$ cat src/design/swfr_pkg.sv
// shared constants and types for the sync word frame receiver
package swfr_pkg;

  localparam int unsigned FRAME_BYTES = 22;
  localparam int unsigned CNT_W       = $clog2(FRAME_BYTES);

  // reset value of the start word: first byte on the line is the low half
  localparam logic [7:0]  SYNC_HI    = 8'hAB;
  localparam logic [7:0]  SYNC_LO    = 8'hCD;
  localparam logic [15:0] SYNC_RESET = {SYNC_HI, SYNC_LO};

  // byte positions inside a frame
  localparam logic [CNT_W-1:0] POS_FIRST_DATA = CNT_W'(2);
  localparam logic [CNT_W-1:0] POS_CHK_LO     = CNT_W'(FRAME_BYTES - 2);
  localparam logic [CNT_W-1:0] POS_LAST       = CNT_W'(FRAME_BYTES - 1);

  typedef logic [CNT_W-1:0] count_t;

  typedef struct packed {
    logic        frame_ok;
    logic [15:0] command_one;
    logic [15:0] command_two;
    logic [15:0] speed_right;
    logic [15:0] speed_left;
    logic [15:0] count_right;
    logic [15:0] count_left;
    logic [15:0] battery_raw;
    logic [15:0] temperature_raw;
    logic [15:0] led_word;
  } result_t;

endpackage

$ cat src/design/swfr_frame_core.sv
// frame tracking: sync detect, byte store, running xor and result build
module swfr_frame_core import swfr_pkg::*; (
  input  logic        clk,
  input  logic        rst_n,
  input  logic        byte_vld,
  input  logic [7:0]  rx_byte,
  input  logic [15:0] sync_word,
  output logic        res_vld,
  output result_t     res
);

  logic [7:0]  last_byte_r, last_byte_nxt;
  count_t      count_r, count_nxt;
  logic [15:0] xor_r, xor_nxt;
  logic [7:0]  store_r [FRAME_BYTES];

  logic [15:0] pair;
  logic        hit;
  logic        in_frame;
  logic        done;

  assign pair     = {rx_byte, last_byte_r};
  assign hit      = (pair == sync_word);
  assign in_frame = (count_r >= POS_FIRST_DATA) && (count_r <= POS_LAST);
  assign done     = byte_vld && !hit && (count_r == POS_LAST);

  always_comb begin
    last_byte_nxt = byte_vld ? rx_byte : last_byte_r;
    count_nxt     = count_r;
    xor_nxt       = xor_r;
    if (byte_vld) begin
      if (hit) begin
        count_nxt = POS_FIRST_DATA;
        xor_nxt   = pair;
      end else if (done) begin
        count_nxt = '0;
      end else if (in_frame) begin
        count_nxt = count_r + count_t'(1);
        if (count_r < POS_CHK_LO) begin
          // even positions land in the low half of a word
          xor_nxt = xor_r ^ (count_r[0] ? {rx_byte, 8'h00} : {8'h00, rx_byte});
        end
      end
    end
  end

  always_ff @(posedge clk) begin
    if (!rst_n) begin
      last_byte_r <= '0;
      count_r     <= '0;
      xor_r       <= '0;
    end else begin
      last_byte_r <= last_byte_nxt;
      count_r     <= count_nxt;
      xor_r       <= xor_nxt;
    end
  end

  // frame bytes, no reset: only read at a frame's last byte, once the earlier ones are written
  always_ff @(posedge clk) begin
    if (byte_vld) begin
      if (hit) begin
        store_r[0] <= last_byte_r;
        store_r[1] <= rx_byte;
      end else if (in_frame) begin
        store_r[count_r] <= rx_byte;
      end
    end
  end

  assign res_vld = done;

  always_comb begin
    res.frame_ok        = ({store_r[1], store_r[0]} == sync_word) &&
                          ({rx_byte, store_r[POS_CHK_LO]} == xor_r);
    res.command_one     = {store_r[3],  store_r[2]};
    res.command_two     = {store_r[5],  store_r[4]};
    res.speed_right     = {store_r[7],  store_r[6]};
    res.speed_left      = {store_r[9],  store_r[8]};
    res.count_right     = {store_r[11], store_r[10]};
    res.count_left      = {store_r[13], store_r[12]};
    res.battery_raw     = {store_r[15], store_r[14]};
    res.temperature_raw = {store_r[17], store_r[16]};
    res.led_word        = {store_r[19], store_r[18]};
  end

`ifndef SYNTH
  a_count_legal: assert property (@(posedge clk) disable iff (!rst_n)
    count_r != count_t'(1) && count_r <= POS_LAST)
    else $error("byte count left its legal set");

  a_sync_restarts: assert property (@(posedge clk) disable iff (!rst_n)
    byte_vld && hit |=> count_r == POS_FIRST_DATA)
    else $error("sync pair did not restart the frame");

  a_done_clears: assert property (@(posedge clk) disable iff (!rst_n)
    res_vld |=> count_r == '0)
    else $error("count not cleared after a full frame");

  a_last_follows: assert property (@(posedge clk) disable iff (!rst_n)
    byte_vld |=> last_byte_r == $past(rx_byte))
    else $error("previous byte not tracked");
`endif

endmodule

$ cat src/design/swfr_out_reg.sv
// result register holding one frame until the consumer takes it
module swfr_out_reg import swfr_pkg::*; (
  input  logic    clk,
  input  logic    rst_n,
  input  logic    load,
  input  result_t res_in,
  input  logic    out_stall,
  output logic    out_valid,
  output logic    out_free,
  output result_t res_out
);

  logic    valid_r, valid_nxt;
  result_t data_r;

  assign out_free = !valid_r || !out_stall;

  always_comb begin
    valid_nxt = valid_r;
    if (load)            valid_nxt = 1'b1;
    else if (!out_stall) valid_nxt = 1'b0;
  end

  always_ff @(posedge clk) begin
    if (!rst_n) begin
      valid_r <= 1'b0;
    end else begin
      valid_r <= valid_nxt;
    end
  end

  always_ff @(posedge clk) begin
    if (load) begin
      data_r <= res_in;
    end
  end

  assign out_valid = valid_r;
  assign res_out   = data_r;

endmodule

$ cat src/design/sync_word_frame_receiver_xor_check.sv
// top level of the sync word frame receiver with xor checksum
// Takes one serial byte per beat and looks for the two-byte start word
// (first byte low half, held in the cfg register, reset 0xABCD). A start
// word seen anywhere, even inside a frame, restarts the frame. After the
// 22nd byte (eleven little-endian words: start, two commands, speeds,
// counts, voltage, temperature, led, checksum) one result beat carries the
// raw words and frame_ok, which is set when the start word still matches the
// register and the xor of the first ten words equals the checksum word.
// Bytes that finish no frame give no result. A frame's last byte passes the
// input register, then the result register. A byte is taken every cycle
// while the result side is not stalling; a result left waiting holds the
// byte stage, and through it the input. Unenforced by the block, the user
// must write the sync register through cfg only while the block is idle.
module sync_word_frame_receiver_xor_check import swfr_pkg::*; (
  input  logic               clk,
  input  logic               rst_n,
  // byte input
  input  logic               in_valid,
  output logic               in_stall,
  input  logic [7:0]         in_rx_byte,
  // sync word register
  input  logic               cfg_valid,
  output logic               cfg_ready,
  input  logic [15:0]        cfg_sync_word,
  // frame results
  output logic               out_valid,
  input  logic               out_stall,
  output logic               out_frame_ok,
  output logic signed [15:0] out_command_one,
  output logic signed [15:0] out_command_two,
  output logic signed [15:0] out_speed_right,
  output logic signed [15:0] out_speed_left,
  output logic signed [15:0] out_count_right,
  output logic signed [15:0] out_count_left,
  output logic signed [15:0] out_battery_raw,
  output logic signed [15:0] out_temperature_raw,
  output logic [15:0]        out_led_word
);

  // input register stage
  logic        byte_vld_r, byte_vld_nxt;
  logic [7:0]  byte_r;
  logic [15:0] sync_word_r;

  // handoff between stages
  logic        adv;
  logic        out_free;
  logic        res_vld;
  result_t     res;
  result_t     res_q;

  // the byte stage moves on once the result register can take a beat
  assign adv      = byte_vld_r && out_free;
  assign in_stall = byte_vld_r && !out_free;
  assign cfg_ready = 1'b1;

  always_comb begin
    byte_vld_nxt = byte_vld_r;
    if (!byte_vld_r || adv) byte_vld_nxt = in_valid;
  end

  always_ff @(posedge clk) begin
    if (!rst_n) begin
      byte_vld_r  <= 1'b0;
      sync_word_r <= SYNC_RESET;
    end else begin
      byte_vld_r <= byte_vld_nxt;
      if (cfg_valid && cfg_ready) sync_word_r <= cfg_sync_word;
    end
  end

  // byte payload needs no reset
  always_ff @(posedge clk) begin
    if (in_valid && !in_stall) begin
      byte_r <= in_rx_byte;
    end
  end

  swfr_frame_core u_core (
    .clk       (clk),
    .rst_n     (rst_n),
    .byte_vld  (adv),
    .rx_byte   (byte_r),
    .sync_word (sync_word_r),
    .res_vld   (res_vld),
    .res       (res)
  );

  swfr_out_reg u_out (
    .clk       (clk),
    .rst_n     (rst_n),
    .load      (res_vld),
    .res_in    (res),
    .out_stall (out_stall),
    .out_valid (out_valid),
    .out_free  (out_free),
    .res_out   (res_q)
  );

  assign out_frame_ok        = res_q.frame_ok;
  assign out_command_one     = res_q.command_one;
  assign out_command_two     = res_q.command_two;
  assign out_speed_right     = res_q.speed_right;
  assign out_speed_left      = res_q.speed_left;
  assign out_count_right     = res_q.count_right;
  assign out_count_left      = res_q.count_left;
  assign out_battery_raw     = res_q.battery_raw;
  assign out_temperature_raw = res_q.temperature_raw;
  assign out_led_word        = res_q.led_word;

endmodule
$ cat config.mk
export PLATFORM = sky130hd
export DESIGN_NAME = sync_word_frame_receiver_xor_check
export DESIGN_NICKNAME = d
export VERILOG_FILES = /design/src/design/swfr_pkg.sv /design/src/design/swfr_frame_core.sv /design/src/design/swfr_out_reg.sv /design/src/design/sync_word_frame_receiver_xor_check.sv
export SDC_FILE = /design/constraint.sdc
export NUM_CORES = 1
export LEC_CHECK = 0
export BUFFER_PORTS_ARGS = -buffer_cell sky130_fd_sc_hd__buf_4
export CAP_MARGIN = 40
export CORE_ASPECT_RATIO = 1.1
export CORE_MARGIN = 4
export CORE_UTILIZATION = 45
export CTS_CLUSTER_DIAMETER = 100
export CTS_CLUSTER_SIZE = 25
export DETAILED_ROUTE_END_ITERATION = 12
export SETUP_SLACK_MARGIN = 0.05
export SYNTH_ARGS = -nofsm -noshare
export SYNTH_HDL_FRONTEND = slang
export SYNTH_SLANG_ARGS = --single-unit
$ cat constraint.sdc
create_clock -name clk -period 43.7 [get_ports clk]
set_input_delay 8.74 -clock clk [delete_from_list [all_inputs] [get_ports clk]]
set_output_delay 8.74 -clock clk [all_outputs]
set_load 0.01 [all_outputs]
==> results of run 1 <==
## state kept, by name, summed over array words and instances, names as in the netlist, 16 cells and up
register / count
out_speed_left: 16
out_battery_raw: 16
sync_word_r: 16
out_speed_right: 16
out_count_right: 16
out_command_one: 16
out_led_word: 16
u_core.xor_r: 16
u_core.store_r: 168
out_command_two: 16
out_temperature_raw: 16
out_count_left: 16
## cells in the mapped netlist, types with 8 or more instances
cell type / count
sky130_fd_sc_hd__nor3_1: 18
sky130_fd_sc_hd__nand3_1: 23
sky130_fd_sc_hd__xnor2_1: 9
sky130_fd_sc_hd__a21oi_1: 17
sky130_fd_sc_hd__mux2_2: 8
sky130_fd_sc_hd__mux2i_1: 16
sky130_fd_sc_hd__edfxtp_1: 321
sky130_fd_sc_hd__nor2b_1: 9
sky130_fd_sc_hd__o22ai_1: 9
sky130_fd_sc_hd__dfxtp_1: 47
sky130_fd_sc_hd__and3_1: 10
sky130_fd_sc_hd__buf_2: 11
sky130_fd_sc_hd__nor4_1: 16
sky130_fd_sc_hd__nor2_1: 27
sky130_fd_sc_hd__xor2_1: 48
sky130_fd_sc_hd__nand2_1: 47
sky130_fd_sc_hd__clkbuf_1: 14
sky130_fd_sc_hd__o31a_1: 8
sky130_fd_sc_hd__a2bb2oi_1: 8
## through the flow
step	total power, mW	setup WS [ns]	cells
2_1_floorplan	0.402	23.79	721
3_3_place_gp	0.410	25.62	1239
3_5_place_dp	0.411	25.61	1244
4_1_cts	0.597	25.61	1276
5_1_grt	0.613	25.61	1277
6_report	0.590	25.62	1277
## worst paths after layout
check | depth (start not counted) | slack [ns] | startpoint | to
hold / removal | 0 | 0.41 | u_core.store_r[8][3]$_DFFE_PP_ | out_speed_left[3]$_DFFE_PP_
setup / recovery | 3 | 25.62 | out_stall | in_stall
setup reg to reg | 9 | 40.11 | byte_r[1]$_DFFE_PP_ | out_count_right[11]$_DFFE_PP_
hold reg to reg | 0 | 0.41 | u_core.store_r[8][3]$_DFFE_PP_ | out_speed_left[3]$_DFFE_PP_
## cell families after synthesis
kind of cell	count (synthesis)	share of synthesized area, %
AND/OR/NAND/NOR	166	6.44
multiplexers	24	1.95
XOR/XNOR	57	3.88
adder cells (fa/ha/maj)	4	0.389
AO/OA/AOI/OAI	60	3.25
flip-flops	368	82.3
other	1	0.0292
buffers and inverters	41	1.74
## area by class of cell
| type | instances | area [um^2] |
|---|---|---|
| sequential | 368 | 10600 |
| timing repair buffer | 196 | 1500 |
| clock buffer | 30 | 517 |
| tap | 363 | 454 |
| multi-input combinational | 312 | 2080 |
| clock inverter | 2 | 35.0 |
| fill | 2241 | 12800 |
| inverter | 6 | 22.5 |
## worst register-to-register path: stages (launching register included)
cell,delay [ns]
sky130_fd_sc_hd__edfxtp_1,0.34
sky130_fd_sc_hd__buf_4,0.38
sky130_fd_sc_hd__xor2_1,0.21
sky130_fd_sc_hd__nor4_1,0.10
sky130_fd_sc_hd__and4_1,0.20
sky130_fd_sc_hd__buf_4,0.26
sky130_fd_sc_hd__nor3_2,0.24
sky130_fd_sc_hd__buf_4,0.69
sky130_fd_sc_hd__buf_4,0.52
sky130_fd_sc_hd__buf_16,0.29
## power by group
| group | total, mW | internal (mW) | switching (mW) | leakage [nW] |
|---|---|---|---|---|
| sequential | 0.384 | 0.382 | 0.00179 | 3.28 |
| clock | 0.188 | 0.0880 | 0.100 | 0.265 |
| combinational | 0.0184 | 0.00611 | 0.0123 | 1.75 |
## layer usage
layer | routed length (um) | part of all wire, % | track usage (%)
met3 | 1350 | 5.2 | 2.48
met4 | 333 | 1.3 | 2.80
met1 | 10900 | 43 | 21.9
met5 | 0 | 0 | 0
met2 | 13100 | 51 | 27.7
==> impl_metrics.py, run 1 <==
metrics = {
    "clocking": {
        "postCtsSetupRepairBufs": 0,
        "clock_insertion_delay_worst_skew_ns": 0.52,
        "post_cts_hold_buffer_count": 0,
        "tritoncts": "built",
        "tritoncts.num_buffers": 18,
        "clock_sink_count": 368,
        "maximum_buffer_depth_of_the_clock_tree": 3,
        "h-tree-depth": 1,
        "cts_root_buf": "sky130_fd_sc_hd__clkbuf_16",
        "cts.clk_slew.worst_paths_ns": 0.09,
        "postCtsResizedCells": 0,
    },
    "worst_setup_path": {
        "worst-setup-path-type": "primary input to primary output",
        "worst_path_cell_chain": "buf_4 > and3_1 > buf_4",
        "cpMaxStageDelayCell": "sky130_fd_sc_hd__and3_1",
        "path_max_fanout": 3,
        "worstPathArrival_ns": 9.34,
        "cp_delay_by_family_top": "simple AND/OR/NAND/NOR gates",
        "critical_path.max_stage_delay_ns": 0.32,
        "crit_path_capture_type": "primary output",
        "worstSetupStartpointType": "primary input",
        "path_common_cell": "sky130_fd_sc_hd__buf_4",
        "timing.critical_path.required_ns": 34.96,
        "path_buf_inv": 2,
    },
    "place": {
        "io_buffers": 175,
        "dp_hpwl_mm": 16.1,
        "postPlaceCellArea_um2": 14600,
        "gp_congestion": 0.799,
    },
    "global_route": {
        "largest_net_degree_at_the_start_of_global_routing": 69,
        "grt_first_pass_wirelength_mm": 38.6,
        "grt_overflow": 0,
        "grt_antenna_before_repair": 0,
        "grt_pass1_vias": 6434,
        "grtUsageTotal_pct": 16.0,
    },
    "finish": {
        "finish.utilization_pct": 54.2,
        "final_layout_size_suffix_gt1_share_pct": 25.7,
        "syn2layout_area_growth_pct": 18.2,
        "fin_nets": 935,
        "stdcell_area_um2": 15200,
        "most_common_library_cell_in_the_layout_ignoring_fill_and_taps": "sky130_fd_sc_hd__edfxtp_1",
        "antennaDiodeCount": 0,
        "commonest_non_fill_non_tap_cells_in_the_layout": "sky130_fd_sc_hd__edfxtp_1 (321), sky130_fd_sc_hd__buf_4 (193), sky130_fd_sc_hd__xor2_1 (48)",
    },
    "timing": {
        "count_of_final_hold_check_violations": 0,
        "setup_tns_ns": 0,
        "rsz0062_at_grt": "no",
        "timing_worst_slew_pin_value_ns": 0.908,
        "max_freq_mhz": 55.3,
        "timing.max_slew.rel_slack_pct": 39.4,
        "fin_skew_ns": 0.0286,
        "period_minus_slack_ns": 18.08,
        "timing.final.setup_violations": 0,
        "finalHoldWorstSlack_ns": 0.408,
        "timing.final.crit_share_pct": 41.4,
        "finalMaxSlewViolations": 0,
    },
    "synth": {
        "syn_inst": 721,
        "avgSynthCellArea_um2": 17.8,
        "post_synth_main_area_contributors": "sky130_fd_sc_hd__edfxtp_1 (75%), sky130_fd_sc_hd__dfxtp_1 (7.3%), sky130_fd_sc_hd__xor2_1 (3.3%)",
        "postSynth.topFlopCell": "sky130_fd_sc_hd__edfxtp_1",
        "synth-edff-count": 321,
        "cell_area_after_synthesis_um2": 12900,
        "synth.yosys.seq_area_share_pct": 82.3,
        "synth_nets": 754,
        "yosysWarningCount": 0,
        "postSynthRegisterBits": 368,
        "ys_types": 48,
        "post-synth-top-area-fraction_pct": 75.0,
        "async_flop_share_pct": 0,
        "yosys.area.top_type": "sky130_fd_sc_hd__edfxtp_1",
    },
    "worst_hold_path": {
        "hp-class": "flip-flop to flip-flop",
    },
    "routing": {
        "drt_pre_antenna_iters": 4,
        "totalWireLength_mm": 25.7,
        "ant_nets": 0,
        "drt_iter0_markers": 532,
        "num_vias": 6515,
        "detail_route.vias_per_cell": 5.10,
        "detail_route.drc_violations": 0,
        "avgRoutedWirePerCell_um": 20.1,
    },
    "floorplanning": {
        "die_x_um": 169,
        "fp-row-count": 64,
        "number_of_primary_i_o_pins": 177,
        "core-area_um2": 28000,
        "start_util_pct": 45.9,
        "area_of_the_die_um2": 31300,
        "floorplan.die.height_um": 185,
    },
    "power": {
        "power_density_nw_per_um2": 38.9,
        "ir_drop_mv": 0.0312,
        "power_leakage_nw": 5.29,
    },
    "outcome": {
        "status": "complete, no violations",
    },
    "flow_run": {
        "maxCapViolCount": 0,
    },
}
Power figures use the tool's default switching activity.
==> inputs of run 2 (changes only) <==
ABC_AREA = 1   (was default)
clock period = 17.47 ns   (was 43.7 ns; I/O delays follow)
==> run 2 against run 1 <==
Net effect: register-to-register slack got worse by 26 ns; critical path depth increased by 1; via count increased by 4.5%; die area increased by 0.75%; combinational power increased to 2.7 times the previous value; flip-flop and latch count unchanged; sequential share of layout area decreased by 0.30 points; wire length increased by 0.71%; largest cell class unchanged.
==> impl_metrics.py, run 2 <==
metrics = {
    "floorplanning": {
        "fp-row-count": 64,
        "area_of_the_die_um2": 31600,
        "start_util_pct": 46.1,
        "core-area_um2": 28100,
        "die_x_um": 170,
        "number_of_primary_i_o_pins": 177,
        "floorplan.die.height_um": 186,
    },
    "power": {
        "power_density_nw_per_um2": 96.1,
        "ir_drop_mv": 0.0763,
        "post-layout-total-power_mw": 1.47,
        "power_leakage_nw": 5.47,
    },
    "timing": {
        "max_freq_mhz": 133,
        "timing.max_slew.rel_slack_pct": 42.0,
        "setup_slack_ns": 9.95,
        "fin_skew_ns": 0.0218,
        "timing.final.setup_violations": 0,
        "timing.final.crit_share_pct": 43.0,
        "finalHoldWorstSlack_ns": 0.419,
        "count_of_final_hold_check_violations": 0,
        "finalMaxSlewViolations": 0,
        "rsz0062_at_grt": "no",
        "period_minus_slack_ns": 7.52,
        "timing_worst_slew_pin_value_ns": 0.870,
        "setup_tns_ns": 0,
    },
    "finish": {
        "largest_register_ffs": 168,
        "fin_nets": 1065,
        "fill_cells": 2315,
        "commonest_non_fill_non_tap_cells_in_the_layout": "sky130_fd_sc_hd__edfxtp_1 (321), sky130_fd_sc_hd__buf_4 (185), sky130_fd_sc_hd__nand2_1 (141)",
        "syn2layout_area_growth_pct": 17.7,
        "final_layout_size_suffix_gt1_share_pct": 23.3,
        "largest_register": "u_core.store_r",
        "multiInputGateArea_um2": 2050,
        "seq_area_um2": 10600,
        "most_common_library_cell_in_the_layout_ignoring_fill_and_taps": "sky130_fd_sc_hd__edfxtp_1",
        "antennaDiodeCount": 0,
    },
    "clocking": {
        "tritoncts.num_buffers": 18,
        "h-tree-depth": 1,
        "tritoncts": "built",
        "maximum_buffer_depth_of_the_clock_tree": 3,
        "clock_insertion_delay_worst_skew_ns": 0.51,
        "postCtsResizedCells": 0,
        "postCtsSetupRepairBufs": 0,
        "post_cts_hold_buffer_count": 0,
        "cts_root_buf": "sky130_fd_sc_hd__clkbuf_16",
        "clock_sink_count": 368,
        "cts.clk_slew.worst_paths_ns": 0.10,
    },
    "place": {
        "gp_congestion": 0.785,
        "place_ws_ns": 9.95,
        "io_buffers": 175,
        "dp_hpwl_mm": 16.4,
    },
    "worst_setup_path": {
        "cpMaxStageDelayCell": "sky130_fd_sc_hd__nor2_1",
        "path_buf_inv": 2,
        "worstSetupStartpointType": "primary input",
        "path_common_cell": "sky130_fd_sc_hd__buf_4",
        "worst_path_cell_chain": "buf_4 > nand2_1 > nor2_1 > buf_4",
        "cp_delay_by_family_top": "simple AND/OR/NAND/NOR gates",
        "worstPathArrival_ns": 4.02,
        "timing.critical_path.required_ns": 13.98,
        "critical_path.max_stage_delay_ns": 0.19,
        "crit_path_capture_type": "primary output",
        "path_max_fanout": 3,
        "worst-setup-path-type": "primary input to primary output",
    },
    "global_route": {
        "grt_overflow": 0,
        "largest_net_degree_at_the_start_of_global_routing": 93,
        "grt_antenna_before_repair": 0,
        "grt_pass1_vias": 6490,
        "grt_first_pass_wirelength_mm": 38.6,
        "grtUsageTotal_pct": 16.1,
    },
    "routing": {
        "detail_route.vias_per_cell": 4.84,
        "detail_route.drc_violations": 0,
        "num_vias": 6806,
        "ant_nets": 0,
        "avgRoutedWirePerCell_um": 18.4,
        "totalWireLength_mm": 25.9,
        "drt_pre_antenna_iters": 5,
        "drt_iter0_markers": 492,
    },
    "synth": {
        "synth_nets": 878,
        "yosys.area.top_type": "sky130_fd_sc_hd__edfxtp_1",
        "yosysWarningCount": 0,
        "cell_area_after_synthesis_um2": 13000,
        "post-synth-top-area-fraction_pct": 74.4,
        "cell_with_the_most_instances_after_synthesis": "sky130_fd_sc_hd__edfxtp_1",
        "async_flop_share_pct": 0,
        "postSynth.topFlopCell": "sky130_fd_sc_hd__edfxtp_1",
        "post_synth_main_area_contributors": "sky130_fd_sc_hd__edfxtp_1 (74%), sky130_fd_sc_hd__dfxtp_1 (7.3%), sky130_fd_sc_hd__nand2_1 (4.1%)",
        "avgSynthCellArea_um2": 15.3,
        "synth_commonest_cells": "sky130_fd_sc_hd__edfxtp_1 (321), sky130_fd_sc_hd__nand2_1 (141), sky130_fd_sc_hd__nor2_1 (75)",
        "ys_types": 35,
        "synth-edff-count": 321,
        "synth.yosys.seq_area_share_pct": 81.7,
        "postSynthRegisterBits": 368,
        "syn_inst": 845,
    },
    "outcome": {
        "status": "complete, no violations",
    },
    "worst_hold_path": {
        "hp-class": "flip-flop to flip-flop",
    },
    "flow_run": {
        "maxCapViolCount": 0,
    },
}
==> run 2: cell count changes in the layout (fill, tap and decap cells not counted), sizes merged, moves of 9 or more <==
| cell | before | now |
|---|---|---|
| nor2b | 9 | 0 |
| nand2 | 47 | 149 |
| a21oi | 17 | 35 |
| nor3 | 18 | 5 |
| and3 | 10 | 0 |
| nor2 | 27 | 78 |
| inv | 5 | 57 |
| nor4 | 17 | 4 |
| mux2i | 16 | 0 |
| xor2 | 48 | 33 |
| o21ai | 5 | 49 |
==> run 2: cells by family (layout without fill, tap and decap cells) <==
kind of cell    count (synthesis)  in the layout  share of synthesized area, %
compound gates                 89             89                          3.87
flops                         368            368                          81.7
xor+xnor                       43             43                          2.91
simple gates                  263            263                          8.61
fa+ha+maj                       4              4                         0.386
buf+inv                        77            276                          2.53
other cells                     1              1                        0.0289
==> run 2: worst paths after layout <==
path / from / endpoint / slack [ns] / cells past startpoint
worst max-delay path: out_stall / in_stall / 9.95 / 4
worst min-delay path: u_core.store_r[17][1]$_DFFE_PP_ / out_temperature_raw[9]$_DFFE_PP_ / 0.42 / 0
worst max register to register: byte_r[1]$_DFFE_PP_ / out_temperature_raw[5]$_DFFE_PP_ / 13.73 / 11
worst min register to register: u_core.store_r[17][1]$_DFFE_PP_ / out_temperature_raw[9]$_DFFE_PP_ / 0.42 / 0
==> run 2: power breakdown <==
part           switching (mW)  internal (mW)  total, mW
sequential            0.00473          0.956      0.961
combinational          0.0345         0.0154     0.0500
clock                   0.248          0.207      0.455
==> run 2: routing by layer <==
metal  GRT usage [%]  vias to the layer above  wire length (um)
met5               0                        -                 0
met4            3.00                        0               349
met3            2.38                       26              1480
met2            27.4                      182             12700
met1            22.4                     3281             11400
li1                -                     3317                 -
==> run 2: worst register-to-register path, stage by stage, from the launching register on <==
cell and delay, ns:
sky130_fd_sc_hd__edfxtp_1 0.37, sky130_fd_sc_hd__buf_4 0.26, sky130_fd_sc_hd__inv_1 0.21, sky130_fd_sc_hd__nand2_1 0.07, sky130_fd_sc_hd__nand2_1 0.06, sky130_fd_sc_hd__nor2_1 0.04
sky130_fd_sc_hd__nand2_1 0.06, sky130_fd_sc_hd__nor2_2 0.05, sky130_fd_sc_hd__nand2_2 0.52, sky130_fd_sc_hd__nand3b_1 0.39, sky130_fd_sc_hd__inv_6 0.64, sky130_fd_sc_hd__buf_4 0.69
==> run 2: area by class of cell <==
class	instances	area share, %
sequential	368	69.4
clock inverter	1	0.0574
timing repair buffer	188	9.35
inverter	56	1.41
tap	363	2.98
clock buffer	31	3.41
multi-input combinational	400	13.4
==> run 2: through the flow <==
stage               utilization, %  cell area [um^2]  std cells
finish                        54.3             15300       1407
global route                  54.3             15300       1407
CTS                           54.3             15300       1407
detailed placement            52.4             14700       1375
global placement              52.2             14700       1372
floorplan                        -             13000        845
==> inputs of run 3 (changes only) <==
clock period = 7.85 ns   (was 17.47 ns; I/O delays follow)
==> run 3 against run 2 <==
Net effect: first-iteration DRC count down 16%; core utilization about the same; critical path depth up 7; register-to-register slack worse by 9.7 ns; hold slack worse by 0.0020 ns; worst setup slack worse by 5.9 ns; die area unchanged; final area about the same; non-clock buffer count unchanged; sequential power up 120%; highest routed layer unchanged.
==> impl_metrics.py, run 3 (same netlist as run 2, synthesis figures left out) <==
metrics = {
    "outcome": {
        "status": "complete, no violations",
    },
    "global_route": {
        "groute.layer.met3.usage_pct": 2.15,
        "grt_pass1_vias": 6587,
        "grt_overflow": 0,
        "met1_usage_pct": 22.5,
        "largest_net_degree_at_the_start_of_global_routing": 82,
        "grt_most_used_layer": "met2",
        "grtUsageTotal_pct": 15.9,
        "use_met2_pct": 26.8,
        "grt_first_pass_wirelength_mm": 38.5,
        "grt_antenna_before_repair": 0,
    },
    "worst_setup_path": {
        "timing.critical_path.required_ns": 7.98,
        "worst-setup-path-type": "flip-flop to flip-flop",
        "path_buf_inv": 4,
        "cpMaxStageDelayCell": "sky130_fd_sc_hd__buf_4",
        "cp_delay_by_family_top": "buffers and inverters",
        "crit_path_capture_type": "flip-flop",
        "critical_path.max_stage_delay_ns": 0.76,
        "path_common_cell": "sky130_fd_sc_hd__nand2_1",
        "worstPathArrival_ns": 3.95,
        "path_max_fanout": 81,
        "worstSetupStartpointType": "flip-flop",
        "worst_path_cell_chain": "buf_4 > inv_1 > nand2_1 > nand2_1 > nor2_1 > nand2_1 > nor2_2 > nand2_2 > nand3b_1 > inv_6 > buf_4",
    },
    "finish": {
        "largest_register": "u_core.store_r",
        "largest_register_ffs": 168,
        "multiInputGateArea_um2": 2050,
        "fill_cells": 2315,
        "antennaDiodeCount": 0,
        "most_common_library_cell_in_the_layout_ignoring_fill_and_taps": "sky130_fd_sc_hd__edfxtp_1",
        "final_layout_size_suffix_gt1_share_pct": 23.4,
        "commonest_non_fill_non_tap_cells_in_the_layout": "sky130_fd_sc_hd__edfxtp_1 (321), sky130_fd_sc_hd__buf_4 (185), sky130_fd_sc_hd__nand2_1 (141)",
        "seq_area_um2": 10600,
        "fin_nets": 1065,
        "syn2layout_area_growth_pct": 17.8,
    },
    "clocking": {
        "cts_root_buf": "sky130_fd_sc_hd__clkbuf_16",
        "cts.clk_slew.worst_paths_ns": 0.09,
        "postCtsSetupRepairBufs": 0,
        "tritoncts.num_buffers": 18,
        "postCtsResizedCells": 0,
        "clock_insertion_delay_worst_skew_ns": 0.51,
        "tritoncts": "built",
        "clock_sink_count": 368,
        "post_cts_hold_buffer_count": 0,
        "maximum_buffer_depth_of_the_clock_tree": 3,
        "h-tree-depth": 1,
    },
    "floorplanning": {
        "number_of_primary_i_o_pins": 177,
        "fp-row-count": 64,
        "die_x_um": 170,
        "core-area_um2": 28100,
        "area_of_the_die_um2": 31600,
        "start_util_pct": 46.1,
        "floorplan.die.height_um": 186,
    },
    "place": {
        "dp_hpwl_mm": 16.8,
        "place_ws_ns": 3.55,
        "gp_congestion": 0.818,
        "io_buffers": 175,
    },
    "worst_hold_path": {
        "hp-class": "flip-flop to flip-flop",
    },
    "routing": {
        "detail_route.drc_violations": 0,
        "detail_route.vias_per_cell": 4.86,
        "avgRoutedWirePerCell_um": 18.4,
        "drt_pre_antenna_iters": 5,
        "ant_nets": 0,
        "num_vias": 6842,
        "drt_iter0_markers": 411,
        "totalWireLength_mm": 25.9,
    },
    "timing": {
        "fin_skew_ns": 0.0228,
        "finalMaxSlewViolations": 0,
        "timing_worst_slew_pin_value_ns": 0.808,
        "timing.final.setup_violations": 0,
        "timing.final.crit_share_pct": 48.6,
        "setup_slack_ns": 4.03,
        "period_minus_slack_ns": 3.82,
        "max_freq_mhz": 262,
        "count_of_final_hold_check_violations": 0,
        "setup_tns_ns": 0,
        "timing.max_slew.rel_slack_pct": 46.1,
        "rsz0062_at_grt": "no",
    },
    "flow_run": {
        "maxCapViolCount": 0,
    },
    "power": {
        "power_density_nw_per_um2": 215,
        "power_leakage_nw": 5.48,
        "ir_drop_mv": 0.134,
    },
}
[run 3: cell types whose count changed in the layout (fill, tap and decap cells not counted)]
cell	delta
sky130_fd_sc_hd__bufinv_8	+1
sky130_fd_sc_hd__clkbuf_1	-1
sky130_fd_sc_hd__clkinv_4	+1
sky130_fd_sc_hd__inv_6	-1
[run 3: path summary, 6_finish.rpt]
kind	startpoint	to	slack (ns)	depth (start not counted)
worst min register to register	u_core.store_r[5][3]$_DFFE_PP_	out_command_two[11]$_DFFE_PP_	0.42	0
worst min-delay path	u_core.store_r[5][3]$_DFFE_PP_	out_command_two[11]$_DFFE_PP_	0.42	0
worst max register to register	byte_r[1]$_DFFE_PP_	out_count_right[3]$_DFFE_PP_	4.03	11
worst max-delay path	byte_r[1]$_DFFE_PP_	out_count_right[3]$_DFFE_PP_	4.03	11
[run 3: final cells by class]
cell class                      instances  share of cell area (%)
Multi-Input combinational cell        400                    13.4
Tap cell                              363                    2.98
Inverter                               56                    1.41
Timing Repair Buffer                  188                    9.34
Clock inverter                          2                   0.172
Sequential cell                       368                    69.3
Clock buffer                           30                    3.38
[run 3: metrics by stage]
stage | total power [mW] | cells | util (%) | hold slack [ns] | area [um^2]
4_1_cts | 3.31 | 1407 | 54.3 | 0.423 | 15300
3_3_place_gp | 2.29 | 1372 | 52.2 | 0.401 | 14700
2_1_floorplan | 2.24 | 845 | - | 0.400 | 13000
3_5_place_dp | 2.29 | 1375 | 52.4 | 0.405 | 14700
5_1_grt | 3.40 | 1407 | 54.3 | 0.425 | 15300
6_report | 3.28 | 1407 | 54.3 | 0.417 | 15300
[run 3: where the power goes]
part | internal (mW) | switching (mW)
registers | 2.13 | 0.0109
logic | 0.0344 | 0.0744
clock network | 0.474 | 0.555
[run 3: layer usage]
layer	wire (um)	vias up	share of wire (%)
li1	-	3318	-
met1	11500	3281	44
met2	12400	211	48
met3	1530	32	5.9
met4	437	0	1.7
met5	0	-	0
